===== src/rtl/core/fir_circ_pkg.sv =====
`timescale 1ns / 1ps

package fir_circ_pkg;

  localparam int TAPS           = 64;
  localparam int SAMPLE_BITS    = 16;
  localparam int COEF_BITS      = 16;
  localparam int COEF_IDX_BITS  = 6;
  localparam int TAP_CNT_BITS   = 7;
  localparam int STEP_BITS      = $clog2(TAPS);
  localparam int PROD_BITS      = SAMPLE_BITS + COEF_BITS;
  // One guard bit beyond the worst-case growth of the sum.
  localparam int ACC_BITS       = PROD_BITS + $clog2(TAPS) + 1;
  localparam int IN_TDATA_BITS  = 40;
  localparam int OUT_TDATA_BITS = 16;

  // Command carried on tuser of the input stream.
  localparam logic CMD_SAMPLE = 1'b0;
  localparam logic CMD_COEF   = 1'b1;

  typedef enum logic [1:0] {
    ST_IDLE,
    ST_RUN,
    ST_DRAIN,
    ST_OUT
  } state_e;

  typedef struct packed {
    logic shift;
    logic rotate;
  } cell_ctrl_t;

  typedef struct packed {
    logic clear;
    logic capture;
    logic tap_en;
  } mac_ctrl_t;

endpackage


===== src/rtl/core/fir_circ_cell.sv =====
`timescale 1ns / 1ps

module fir_circ_cell (
  input  logic                                    clk_i,
  input  logic                                    rst_ni,
  input  fir_circ_pkg::cell_ctrl_t                ctrl_i,
  input  logic                                    coef_we_i,
  input  logic signed [fir_circ_pkg::COEF_BITS-1:0]   coef_value_i,
  input  logic signed [fir_circ_pkg::SAMPLE_BITS-1:0] x_shift_i,
  input  logic signed [fir_circ_pkg::SAMPLE_BITS-1:0] x_rot_i,
  input  logic signed [fir_circ_pkg::COEF_BITS-1:0]   c_rot_i,
  output logic signed [fir_circ_pkg::SAMPLE_BITS-1:0] x_o,
  output logic signed [fir_circ_pkg::COEF_BITS-1:0]   c_o
);
  import fir_circ_pkg::*;

  logic signed [SAMPLE_BITS-1:0] x_d, x_q;
  logic signed [COEF_BITS-1:0]   c_d, c_q;

  always_comb begin
    x_d = x_q;
    c_d = c_q;
    if (ctrl_i.shift) begin
      x_d = x_shift_i;
    end else if (ctrl_i.rotate) begin
      x_d = x_rot_i;
      c_d = c_rot_i;
    end
    if (coef_we_i) begin
      c_d = coef_value_i;
    end
  end

  always_ff @(posedge clk_i or negedge rst_ni) begin
    if (!rst_ni) begin
      x_q <= '0;
      c_q <= '0;
    end else begin
      x_q <= x_d;
      c_q <= c_d;
    end
  end

  assign x_o = x_q;
  assign c_o = c_q;

endmodule


===== config.mk =====
export PLATFORM = sky130hd
export DESIGN_NAME = fir_circ_cell
export DESIGN_NICKNAME = d
export VERILOG_FILES = /design/src/rtl/core/fir_circ_pkg.sv /design/src/rtl/core/fir_circ_cell.sv
export SDC_FILE = /design/constraint.sdc
export NUM_CORES = 1
export LEC_CHECK = 0
export BUFFER_PORTS_ARGS = -buffer_cell sky130_fd_sc_hd__buf_4
export CAP_MARGIN = 20
export CORE_UTILIZATION = 43
export CTS_CLUSTER_DIAMETER = 200
export CTS_CLUSTER_SIZE = 28
export DETAILED_ROUTE_END_ITERATION = 7
export PLACE_DENSITY_LB_ADDON = 0.1
export SLEW_MARGIN = 20
export SYNTH_ARGS = -nofsm -noshare
export SYNTH_HDL_FRONTEND = slang
export SYNTH_SLANG_ARGS = --single-unit
export TNS_END_PERCENT = 5

===== constraint.sdc =====
create_clock -name clk_i -period 0.8 [get_ports clk_i]
set_input_delay 0.12 -clock clk_i [delete_from_list [all_inputs] [get_ports clk_i]]
set_output_delay 0.12 -clock clk_i [all_outputs]
set_load 0.005 [all_outputs]

After elaboration in Yosys (flattened, before gate mapping). Index checks and enable logic that the tools add are counted. Widths: inputs -> output; s select.

Register bits: 32. Latch bits: 0. Bits in writable memories: 0. ROM bits: 0. Bits of input ports: 69. Output and inout port bits: 32. Word-level logic and storage cells: 11. Memories kept: 0.

$add $sub $neg: 0. Multipliers: 0. Divide/modulo/power cells: 0. $lt $le $gt $ge: 0. Eq/ne operators: 1. Shifts and indexed selects: 0. Mux-type cells: 5. Bitwise gates (word level): 0. Reductions and logical operators: 3.

Operators by type and width (count): $mux 16 (5); $reduce_bool 2->1 (2); $ne 2x1->1 const B (1); $reduce_and 2->1 (1).

Logic depth before layout (Yosys ltp).
Depth in word-level cells: 3. Mapped depth: 4. Gate-level depth less buffers: 2.

Worst setup path after synthesis. No wires, ideal clock.

Path kind: input to register. Start point: in coef_we_i. End point: reg c_q[11] (netlist: c_o[11]). Setup time: 101 ps. Arrival: 689 ps. Required time: 699 ps. Setup slack: 11 ps. Stages: 3. Path buffers: 2. Cells stage by stage: buf_2 > buf_2 > o311ai_2.

Longest elaborated chain between the ends: 2. Elaborated cells between the ends (all ways): 4. Classes of those cells: 1 x eq/ne; 1 x mux; 2 x reduce/logical.

RTL lines: from (decl) (line fir_circ_cell.sv:7) `input logic coef_we_i,`; $ne 2x1->1 (no line) / $reduce_bool 2->1 (equally long branches); $reduce_and 2->1 (no line); to (signal assigned) (line fir_circ_cell.sv:37) `c_q <= '0;`; to (signal assigned) (line fir_circ_cell.sv:40) `c_q <= c_d;`; to (decl) (line fir_circ_cell.sv:18) `logic signed [COEF_BITS-1:0] c_d, c_q;`.

Parallel ways exist; a longest one is shown, timed or not. A chain may end at the register's enable or synchronous reset.

Worst setup path in the final report.
Start point: reg c_q[14] (netlist: c_o[14]). End point: out c_o[14] in the netlist's numbering.

RTL lines: to (decl) (line fir_circ_cell.sv:13) `output logic signed [fir_circ_pkg::COEF_BITS-1:0] c_o`.

No word-level cell between the ends.

==> results.json <==
{
  "grt_use_total_pct": 22.0,
  "finalNetCount": 327,
  "start_util_pct": 45.9,
  "slew_violations": 0,
  "gp_congestion": 0.723,
  "crit_slowest_cell": "dfrtp_1",
  "rr_startpoint": "x_o[12]$_DFFE_PN0P_",
  "die_x_um": 65.2,
  "layout_min_cycle_time_ps": 946,
  "drt_wl_total_um": 4470,
  "cp-endpoint": "c_o[14]",
  "worstSetupStartpoint": "c_o[14]$_DFFE_PN0P_",
  "setup_tns_ps": -3850,
  "area_growth_pct": 62.0,
  "arrival_ps": 830,
  "synth.net_count": 228,
  "cts-root-buf": "clkbuf_8",
  "netlist_instances": 159,
  "layout-drive-gt1-share_pct": 49.8,
  "diodes": 0,
  "failed_checks": "negative setup slack",
  "max_freq_mhz": 1060,
  "yosysTopAreaCellShare_pct": 46.6,
  "relSlewSlack_pct": 67.5,
  "rsz0062_at_grt": "true",
  "timing.hold.ws_ps": 45.3,
  "dr.pass1.iters": 4,
  "row_count": 22,
  "crit_buf_inv": 1,
  "required_ps": 680,
  "multi_input_area_sq_um": 798,
  "cts_tree": "built",
  "outcome": "complete, but fails checks",
  "ir_drop_mv": 1.03,
  "detail_route.wl_per_cell_um": 14.6,
  "die_y_um": 65.2,
  "crit_family": "flip-flops",
  "p_per_area_nw_per_um2": 1700,
  "r2r-end": "x_o[12]$_DFFE_PN0P_",
  "cts.reportedPaths.clkPinSlew_ps": 70,
  "crit_type": "reg -> out",
  "dr_total_vias": 1576,
  "insertion_delay_ps": 290,
  "yosys.area.top_type": "dfrtp_1",
  "first_global_vias": 1511,
  "grt_pass1_wl_um": 7040,
  "ys.flop_type": "dfrtp_1",
  "drc_errors": 0,
  "hp-class": "in -> reg",
  "n_fill_cell": 293,
  "ys_ff_latch": 32,
  "crit_path_max_fanout": 2,
  "path_cells": "buf_6",
  "hpwl_um": 3030,
  "drt_iter0_markers": 44,
  "finalSetupViolations": 32,
  "ant_nets": 0,
  "synth_cell_types": 13,
  "max_stage_delay_ps": 410,
  "ys_seq_area_share_pct": 46.6,
  "cap_violations": 0,
  "grt-ovfl-total": 0,
  "r2r_cells": 2,
  "core_area_sq_um": 3740,
  "cts_made_buffers": 5,
  "crit_path_end_kind": "primary output",
  "worstSetupPathDepth": 1,
  "worst_slew_pin_slew_ps": 487,
  "synth_enable_flop_cells": 0,
  "crit_path_start_kind": "register",
  "viasPerCell": 5.13,
  "h-tree-depth": 2,
  "skew_ps": 0,
  "grt_start_max_net_pins": 49,
  "reg2reg_slack_ps": 30,
  "synthTopCellsByArea": "dfrtp_1, nand4bb_1, o311ai_2",
  "dieArea_sq_um": 4250,
  "dpl_worst_slack_ps": -189,
  "netlist_top_cells_count": "dfrtp_1, nand2_1",
  "syn_area_sq_um": 1720,
  "antenna_found_initial": 0,
  "clockBufferDepth": 2,
  "fin_ws_ps": -146,
  "syn_avg_cell_area_sq_um": 10.8,
  "async_flop_share_pct": 100,
  "clock_sinks": 32,
  "port_buffers": 100,
  "io_pins": 101,
  "yosys_warnings": 0,
  "period_share_pct": 118,
  "hold_violations": 0,
  "seq_area_sq_um": 801,
  "p_leak_nw": 1.36
}
[metal layers]
layer	vias up	part of all wire, %	GRT usage [%]
li1	764	-	-
met1	739	41	26.7
met2	64	50	36.9
met3	9	7.3	6.60
met4	0	1.6	7.61
met5	-	0	0
[layout by cell type (no fill, tap or decap), types with 2 or more instances in the layout]
cell type,netlist,final
o311ai_2,10,12
nand2_1,32,32
dfrtp_1,32,32
inv_2,0,2
o21ai_1,16,16
buf_12,1,2
buf_6,2,31
nand4bb_1,16,16
inv_1,16,14
clkbuf_8,0,7
o311ai_1,6,3
buf_4,0,72
mux2i_1,16,16
[through the flow]
step	total power, mW	instances	utilization [%]	area [sq um]
6_report	4.73	307	74.4	2790
5_1_grt	4.97	307	74.4	2790
4_1_cts	4.75	307	73.5	2750
3_5_place_dp	2.92	298	66.8	2500
3_3_place_gp	2.90	298	66.8	2500
2_1_floorplan	2.31	159	-	1720
[kinds of logic (layout without fill, tap and decap cells)]
group,after synthesis,in the layout,synth area share (%)
and+or+nand+nor,49,49,18.0
AOI/OAI and AO/OA,32,32,17.2
DFF,32,32,46.6
buffers and inverters,30,130,8.88
muxes,16,16,9.32
[how the worst min path moves through the flow]
| stage | startpoint | end | slack [ps] | cells past startpoint |
|---|---|---|---|---|
| floorplan | rst_ni | c_o[0]$_DFFE_PN0P_ | -180 | 0 |
| global placement | rst_ni | x_o[15]$_DFFE_PN0P_ | 90 | 1 |
| detailed placement | rst_ni | x_o[15]$_DFFE_PN0P_ | 90 | 1 |
| CTS | x_shift_i[8] | x_o[8]$_DFFE_PN0P_ | 40 | 3 |
| global route | x_shift_i[10] | x_o[10]$_DFFE_PN0P_ | 40 | 3 |
| finish | x_shift_i[6] | x_o[6]$_DFFE_PN0P_ | 50 | 3 |
[flip-flops by register name, summed over array words and instances, names as in the netlist]
signal and count:
c_o 16, x_o 16
[area by class of cell]
| type | instances | area share, % |
|---|---|---|
| well taps | 48 | 2.16 |
| inverters | 16 | 2.16 |
| clock inverters | 1 | 1.08 |
| repair buffers | 106 | 33.7 |
| clock buffers | 7 | 3.46 |
| multi-input cells | 97 | 28.7 |
| flip-flops and latches | 32 | 28.8 |
[power by group]
group / switching (mW) / internal [mW]
Clock: 0.596 / 1.10
Sequential: 0.122 / 1.78
Combinational: 0.417 / 0.716
Total: 1.14 / 3.59
[what timing repair did]
action / in CTS / in global routing
pin swaps: 1 / 7
hold buffers: 1 / 0
resized for setup: 31 / 6
endpoints found under the hold margin: 32 / 0
setup endpoints to repair: 32 / 43
setup buffers: 0 / 0
Power figures use the tool's default switching activity.
