`src/rtl/core/fir_circ_pkg.sv`:
```
`timescale 1ns / 1ps

package fir_circ_pkg;

  localparam int TAPS           = 64;
  localparam int SAMPLE_BITS    = 16;
  localparam int COEF_BITS      = 16;
  localparam int COEF_IDX_BITS  = 6;
  localparam int TAP_CNT_BITS   = 7;
  localparam int STEP_BITS      = $clog2(TAPS);
  localparam int PROD_BITS      = SAMPLE_BITS + COEF_BITS;
  // One guard bit beyond the worst-case growth of the sum.
  localparam int ACC_BITS       = PROD_BITS + $clog2(TAPS) + 1;
  localparam int IN_TDATA_BITS  = 40;
  localparam int OUT_TDATA_BITS = 16;

  // Command carried on tuser of the input stream.
  localparam logic CMD_SAMPLE = 1'b0;
  localparam logic CMD_COEF   = 1'b1;

  typedef enum logic [1:0] {
    ST_IDLE,
    ST_RUN,
    ST_DRAIN,
    ST_OUT
  } state_e;

  typedef struct packed {
    logic shift;
    logic rotate;
  } cell_ctrl_t;

  typedef struct packed {
    logic clear;
    logic capture;
    logic tap_en;
  } mac_ctrl_t;

endpackage

```
`src/rtl/core/fir_circ_mac.sv`:
```
`timescale 1ns / 1ps

module fir_circ_mac (
  input  logic                                    clk_i,
  input  logic                                    rst_ni,
  input  fir_circ_pkg::mac_ctrl_t                 ctrl_i,
  input  logic signed [fir_circ_pkg::SAMPLE_BITS-1:0] x_i,
  input  logic signed [fir_circ_pkg::COEF_BITS-1:0]   c_i,
  output logic signed [fir_circ_pkg::SAMPLE_BITS-1:0] sample_out_o,
  output logic                                    saturated_o
);
  import fir_circ_pkg::*;

  localparam logic signed [ACC_BITS-1:0] RND_HALF = ACC_BITS'(2 ** (COEF_BITS - 2));
  localparam logic signed [ACC_BITS-1:0] Y_MAX    = ACC_BITS'(2 ** (SAMPLE_BITS - 1) - 1);
  localparam logic signed [ACC_BITS-1:0] Y_MIN    = -Y_MAX - ACC_BITS'(1);

  logic signed [PROD_BITS-1:0] prod_d, prod_q;
  logic                        prod_v_d, prod_v_q;
  logic signed [ACC_BITS-1:0]  acc_d, acc_q;
  logic signed [ACC_BITS-1:0]  rnd, y;

  assign prod_d   = x_i * c_i;
  assign prod_v_d = ctrl_i.capture & ctrl_i.tap_en;

  always_comb begin
    acc_d = acc_q;
    if (ctrl_i.clear) begin
      acc_d = '0;
    end else if (prod_v_q) begin
      acc_d = acc_q + ACC_BITS'(prod_q);
    end
  end

  always_ff @(posedge clk_i or negedge rst_ni) begin
    if (!rst_ni) begin
      prod_v_q <= 1'b0;
    end else begin
      prod_v_q <= prod_v_d;
    end
  end

  always_ff @(posedge clk_i) begin
    prod_q <= prod_d;
    acc_q  <= acc_d;
  end

  // Round half up at the coefficient fraction point, then clip to the sample range.
  assign rnd = acc_q + RND_HALF;
  assign y   = rnd >>> (COEF_BITS - 1);

  always_comb begin
    saturated_o  = 1'b0;
    sample_out_o = y[SAMPLE_BITS-1:0];
    if (y > Y_MAX) begin
      saturated_o  = 1'b1;
      sample_out_o = Y_MAX[SAMPLE_BITS-1:0];
    end else if (y < Y_MIN) begin
      saturated_o  = 1'b1;
      sample_out_o = Y_MIN[SAMPLE_BITS-1:0];
    end
  end

endmodule

```
`config.mk`:
```
export PLATFORM = sky130hd
export DESIGN_NAME = fir_circ_mac
export DESIGN_NICKNAME = d
export VERILOG_FILES = /design/src/rtl/core/fir_circ_pkg.sv /design/src/rtl/core/fir_circ_mac.sv
export SDC_FILE = /design/constraint.sdc
export NUM_CORES = 1
export LEC_CHECK = 0
export BUFFER_PORTS_ARGS = -buffer_cell sky130_fd_sc_hd__buf_4
export CAP_MARGIN = 20
export CORE_UTILIZATION = 59
export DETAILED_ROUTE_END_ITERATION = 16
export GPL_ROUTABILITY_DRIVEN = 1
export PLACE_DENSITY = 0.8
export SETUP_SLACK_MARGIN = 0.02
export SYNTH_ARGS = -nofsm -noshare
export SYNTH_HDL_FRONTEND = slang
export SYNTH_SLANG_ARGS = --single-unit
```
`constraint.sdc`:
```
create_clock -name clk_i -period 2.7 [get_ports clk_i]
set_input_delay 0.27 -clock clk_i [delete_from_list [all_inputs] [get_ports clk_i]]
set_output_delay 0.27 -clock clk_i [all_outputs]
set_load 0.05 [all_outputs]
```
# Word level (Yosys, flattened, before mapping)
# Index checks and enable logic that the tools add are counted.
# W data, S select, Z words.
# op_classes
magnitude_cmp	2
n_mux	4
addsub	2
n_reduce_logical	0
shifts	0
bitwise	1
multipliers	1
eq_ne	0
div	0
# ops
op	n
$add A39 B16 Y39 const B	1
$add A39 B32 Y39	1
$mul A16 B16 Y32	1
$mux W16	2
$gt A24 B16 Y1 const B	1
$lt A24 B16 Y1 const B	1
$mux W1	2
$and A1 B1 Y1	1
# word_totals
romBits	0
memories	0
elab_cells	13
ramBits	0
ff_bits	72
latchBits	0
out_inout_bits	17
inputBits	37

# Logic depth before layout (Yosys ltp)
# depth
ltp_word	4
ltp_mapped	25
depth_no_buf	24

# Worst setup path before layout
# OpenSTA, ideal clock, no wires.
# synth_path
path_type	in2reg
start	input c_i[1] (netlist bit)
end	register prod_q[27]
required_time_ns	2.628
stages	21
setup_slack_ns	-3.102
path_buffers	1
setup_time_ns	0.072
arrival_ns	5.730
path_cell_list	clkbuf_1 > nand2_1 > inv_1 > fa_1 > inv_1 > fa_1 > fa_1 > fa_1 > fa_1 > fa_1 > inv_1 > ha_1 > a21o_1 > a21o_1 > a21oi_1 > o21ai_0 > a21oi_2 > nor3_1 > or3_1 > a21oi_1 > xnor2_1
# synth_via
elab_chain_len	1
# synth_rtl
element	line_no	rtl
start, declared	fir_circ_mac.sv:8	input logic signed [fir_circ_pkg::COEF_BITS-1:0] c_i,
$mul A16 B16 Y32	fir_circ_mac.sv:23	assign prod_d = x_i * c_i;
via prod_d[27]	fir_circ_mac.sv:18	logic signed [PROD_BITS-1:0] prod_d, prod_q;
end signal, assigned	fir_circ_mac.sv:44	prod_q <= prod_d;
end, declared	fir_circ_mac.sv:18	
# The timed path passes the listed nets, and every way through them passes these cells.
# A chain may end at the register's enable or synchronous reset.

# Worst setup path after layout
# layout_path
start	input x_i[12] (netlist bit)
end	register prod_q[19]
# layout_via
elab_chain_len	1
# layout_rtl
element	line_no	rtl
start, declared	fir_circ_mac.sv:7	input logic signed [fir_circ_pkg::SAMPLE_BITS-1:0] x_i,
$mul A16 B16 Y32	fir_circ_mac.sv:23	
via prod_d[19]	fir_circ_mac.sv:18	
# The timed path passes the listed nets, and every way through them passes these cells.

==> results.cfg <==
[status]
status = complete, but fails checks
failed_checks = negative setup slack

[placed_design]
numPortBuffers = 53
place_hpwl_um = 30300
dpl_cell_area_um2 = 17200
gp_congestion = 0.914

[drt]
wire_per_inst_um = 21.1
viasPerCell = 5.90
dr.first_iter.drc_count = 1190
drt_first_pass_iters = 5
drc = 0
num_vias = 13300
ant_nets = 0
totalWireLength_um = 47700

[yosys]
netlist.area_leader.share = 0.366
synth_cell_types = 74
netlist_area_um2 = 14400
synth_flop_cell = dfxtp_1
syn_inst = 1653
yosysMostFrequentCell = inv_1
synthTopCellsByArea = fa_1 (37%), ha_1 (11%), dfxtp_1 (9.9%), inv_1 (9.3%), and2_1 (5.2%)
synth_top_area_cell = fa_1
synth_common_cells = inv_1 (358), fa_1 (263), nand2_1 (185), ha_1 (121), and2_1 (120)
ys_warn_count = 0
seq_area_frac_synth = 0.101
syn_area_per_cell_um2 = 8.71
ys_ff_latch = 72
async_flop_share = 0.0139
syn_nets = 2074
synth_enable_flop_cells = 0

[final_layout]
fin_area_um2 = 19400
drive_gt1_frac = 0.320
nNetsFinal = 2357
n_antenna_cell = 0
area_delta_synth_final_pct = 35.1

[critical_path]
cp.required_ns = 2.89
path_max_fanout = 5
start_kind = input port
crit_arrival_ns = 5.80
endpoint_kind = flip-flop
critPathKind = input port to flip-flop

[global_route]
grt_antenna_before_repair = 0
grt_pass1_wl_um = 68700
grt_overflow = 0
grt_max_degree = 45
grtUsageTotal = 0.353
grt_pass1_vias = 14200

[clock_network]
clkSinkCount = 72
ctsHtreeMaxLevel = 3
clk_latency_ns = 0.35
clk_transition_reported_paths_ns = 0.07
cts_root_buf = clkbuf_16
cts_buffer_depth = 2
cts_tree = yes
numCtsBuffers = 9

[sta]
fmax_mhz = 178
hold_viol = 0
post-route-period-util = 2.08
worst_pin_slew_ns = 0.526
maxSlewViolCount = 0
rsz0062_at_grt = yes
tns_ns = -63.01
slew_headroom = 0.647
layout_min_cycle_time_ns = 5.61
skew_ns = 0.0135
worst_slack_ns = -2.91
final-setup-viol-count = 49

[die]
start_util = 0.608
core_um2 = 23700
ioPinCount = 54
placementRows = 56
die_x_um = 158
die_area_um2 = 25000
die_height_um = 158

[worst_hold_path]
hold_path.class = input port to flip-flop

[run]
maxCapViolations = 0
## worst max-delay path, stage by stage
cell	delay (ns)
buf_4	0.13
buf_4	0.14
nand2_1	0.15
fa_1	0.58
fa_1	0.45
fa_2	0.55
inv_2	0.04
fa_1	0.48
fa_1	0.53
inv_2	0.05
fa_1	0.54
inv_2	0.06
ha_4	0.32
nand3_1	0.13
nand2_1	0.11
o22a_1	0.20
buf_4	0.14
buf_6	0.10
inv_2	0.03
o21ai_2	0.13
o21a_1	0.15
nor2_2	0.05
xnor2_1	0.45
## metrics by stage
step | setup slack (ns) | util | hold WS, ns | cells
detailed placement | -3.03 | 0.726 | 0.0480 | 2178
floorplan | -2.73 | - | -0.0256 | 1653
finish | -2.91 | 0.821 | 0.142 | 2260
global route | -3.03 | 0.821 | 0.160 | 2260
global placement | -2.85 | 0.726 | 0.0455 | 2178
CTS | -2.48 | 0.798 | 0.148 | 2244
## timing repair
item,4_1_cts,5_1_grt
hold buffers,1,0
setup endpoints to repair,50,61
endpoints found under the hold margin,1,0
resized for setup,241,106
cloned,3,2
setup buffers,46,23
pin swaps,142,92
## registers in the layout, indices dropped and copies added, names as in the netlist
register,count
prod_q,32
prod_v_q,1
acc_q,39
## area by class of cell
cell class	count	area [um2]
well taps	319	399
repair buffers	318	2980
inverters	358	1360
clock inverters	7	108
flip-flops and latches	72	1460
clock buffers	9	225
multi-input cells	1177	12900
fillers	1258	4250
## cell usage in the layout (no fill, tap or decap), types with 6 or more instances in the layout
| cell | Yosys | final |
|---|---|---|
| inv_1 | 358 | 311 |
| fa_1 | 263 | 244 |
| buf_4 | 1 | 215 |
| nand2_1 | 185 | 169 |
| and2_1 | 120 | 90 |
| ha_1 | 121 | 77 |
| buf_6 | 0 | 77 |
| nor2_1 | 79 | 67 |
| dfxtp_1 | 71 | 64 |
| xnor2_1 | 49 | 45 |
| inv_2 | 0 | 43 |
| a21oi_1 | 57 | 38 |
| ha_4 | 0 | 38 |
| xor2_1 | 33 | 32 |
| and2_4 | 0 | 30 |
| a21o_1 | 23 | 23 |
| fa_2 | 0 | 19 |
| mux2i_1 | 17 | 17 |
| a21oi_2 | 2 | 16 |
| buf_12 | 0 | 16 |
| o21ai_0 | 48 | 15 |
| o21ai_2 | 1 | 15 |
| o21ai_4 | 0 | 15 |
| nand3_1 | 17 | 12 |
| o21ai_1 | 8 | 12 |
| nor3_1 | 14 | 11 |
| clkbuf_16 | 0 | 11 |
| nand2_2 | 0 | 9 |
| nor2_2 | 1 | 9 |
| nand4_1 | 8 | 8 |
| o21a_1 | 8 | 8 |
| nand2b_1 | 11 | 7 |
| a211oi_1 | 9 | 6 |
| a21oi_4 | 1 | 6 |
| nor2b_1 | 7 | 6 |
| a31oi_1 | 9 | 6 |
| o22ai_1 | 6 | 6 |
| ha_2 | 0 | 6 |
| buf_8 | 0 | 6 |
## cells by family (layout without fill, tap and decap cells)
kind of cell               after synthesis  in the layout  synth area share
and+or+nand+nor                        472            472             0.159
buffers and inverters                  405            692             0.106
adders and majority gates              384            384             0.471
AOI/OAI and AO/OA                      219            220             0.100
xor gates and xnor gates                82             82            0.0499
DFF                                     72             72             0.101
muxes                                   19             19            0.0134
## final timing paths
path,start,to,slack (ns),cells after the start
setup / recovery,x_i[12],prod_q[19],-2.91,23
hold / removal,ctrl_i[0],prod_v_q,0.14,2
setup reg to reg,acc_q[15],acc_q[38],-0.13,10
hold reg to reg,acc_q[4],acc_q[4],0.47,2
max in group asynchronous,rst_ni,prod_v_q,2.39,2
min in group asynchronous,rst_ni,prod_v_q,0.23,2
## per-layer routing
metal / vias up / share of wire / track usage
li1: 5701 / - / -
met1: 6543 / 0.35 / 0.399
met2: 800 / 0.51 / 0.650
met3: 289 / 0.075 / 0.0564
met4: 0 / 0.065 / 0.157
met5: - / 0 / 0
Power is not shown: default switching activity piles up to over one toggle a cycle in this logic, so the estimate is an artifact.
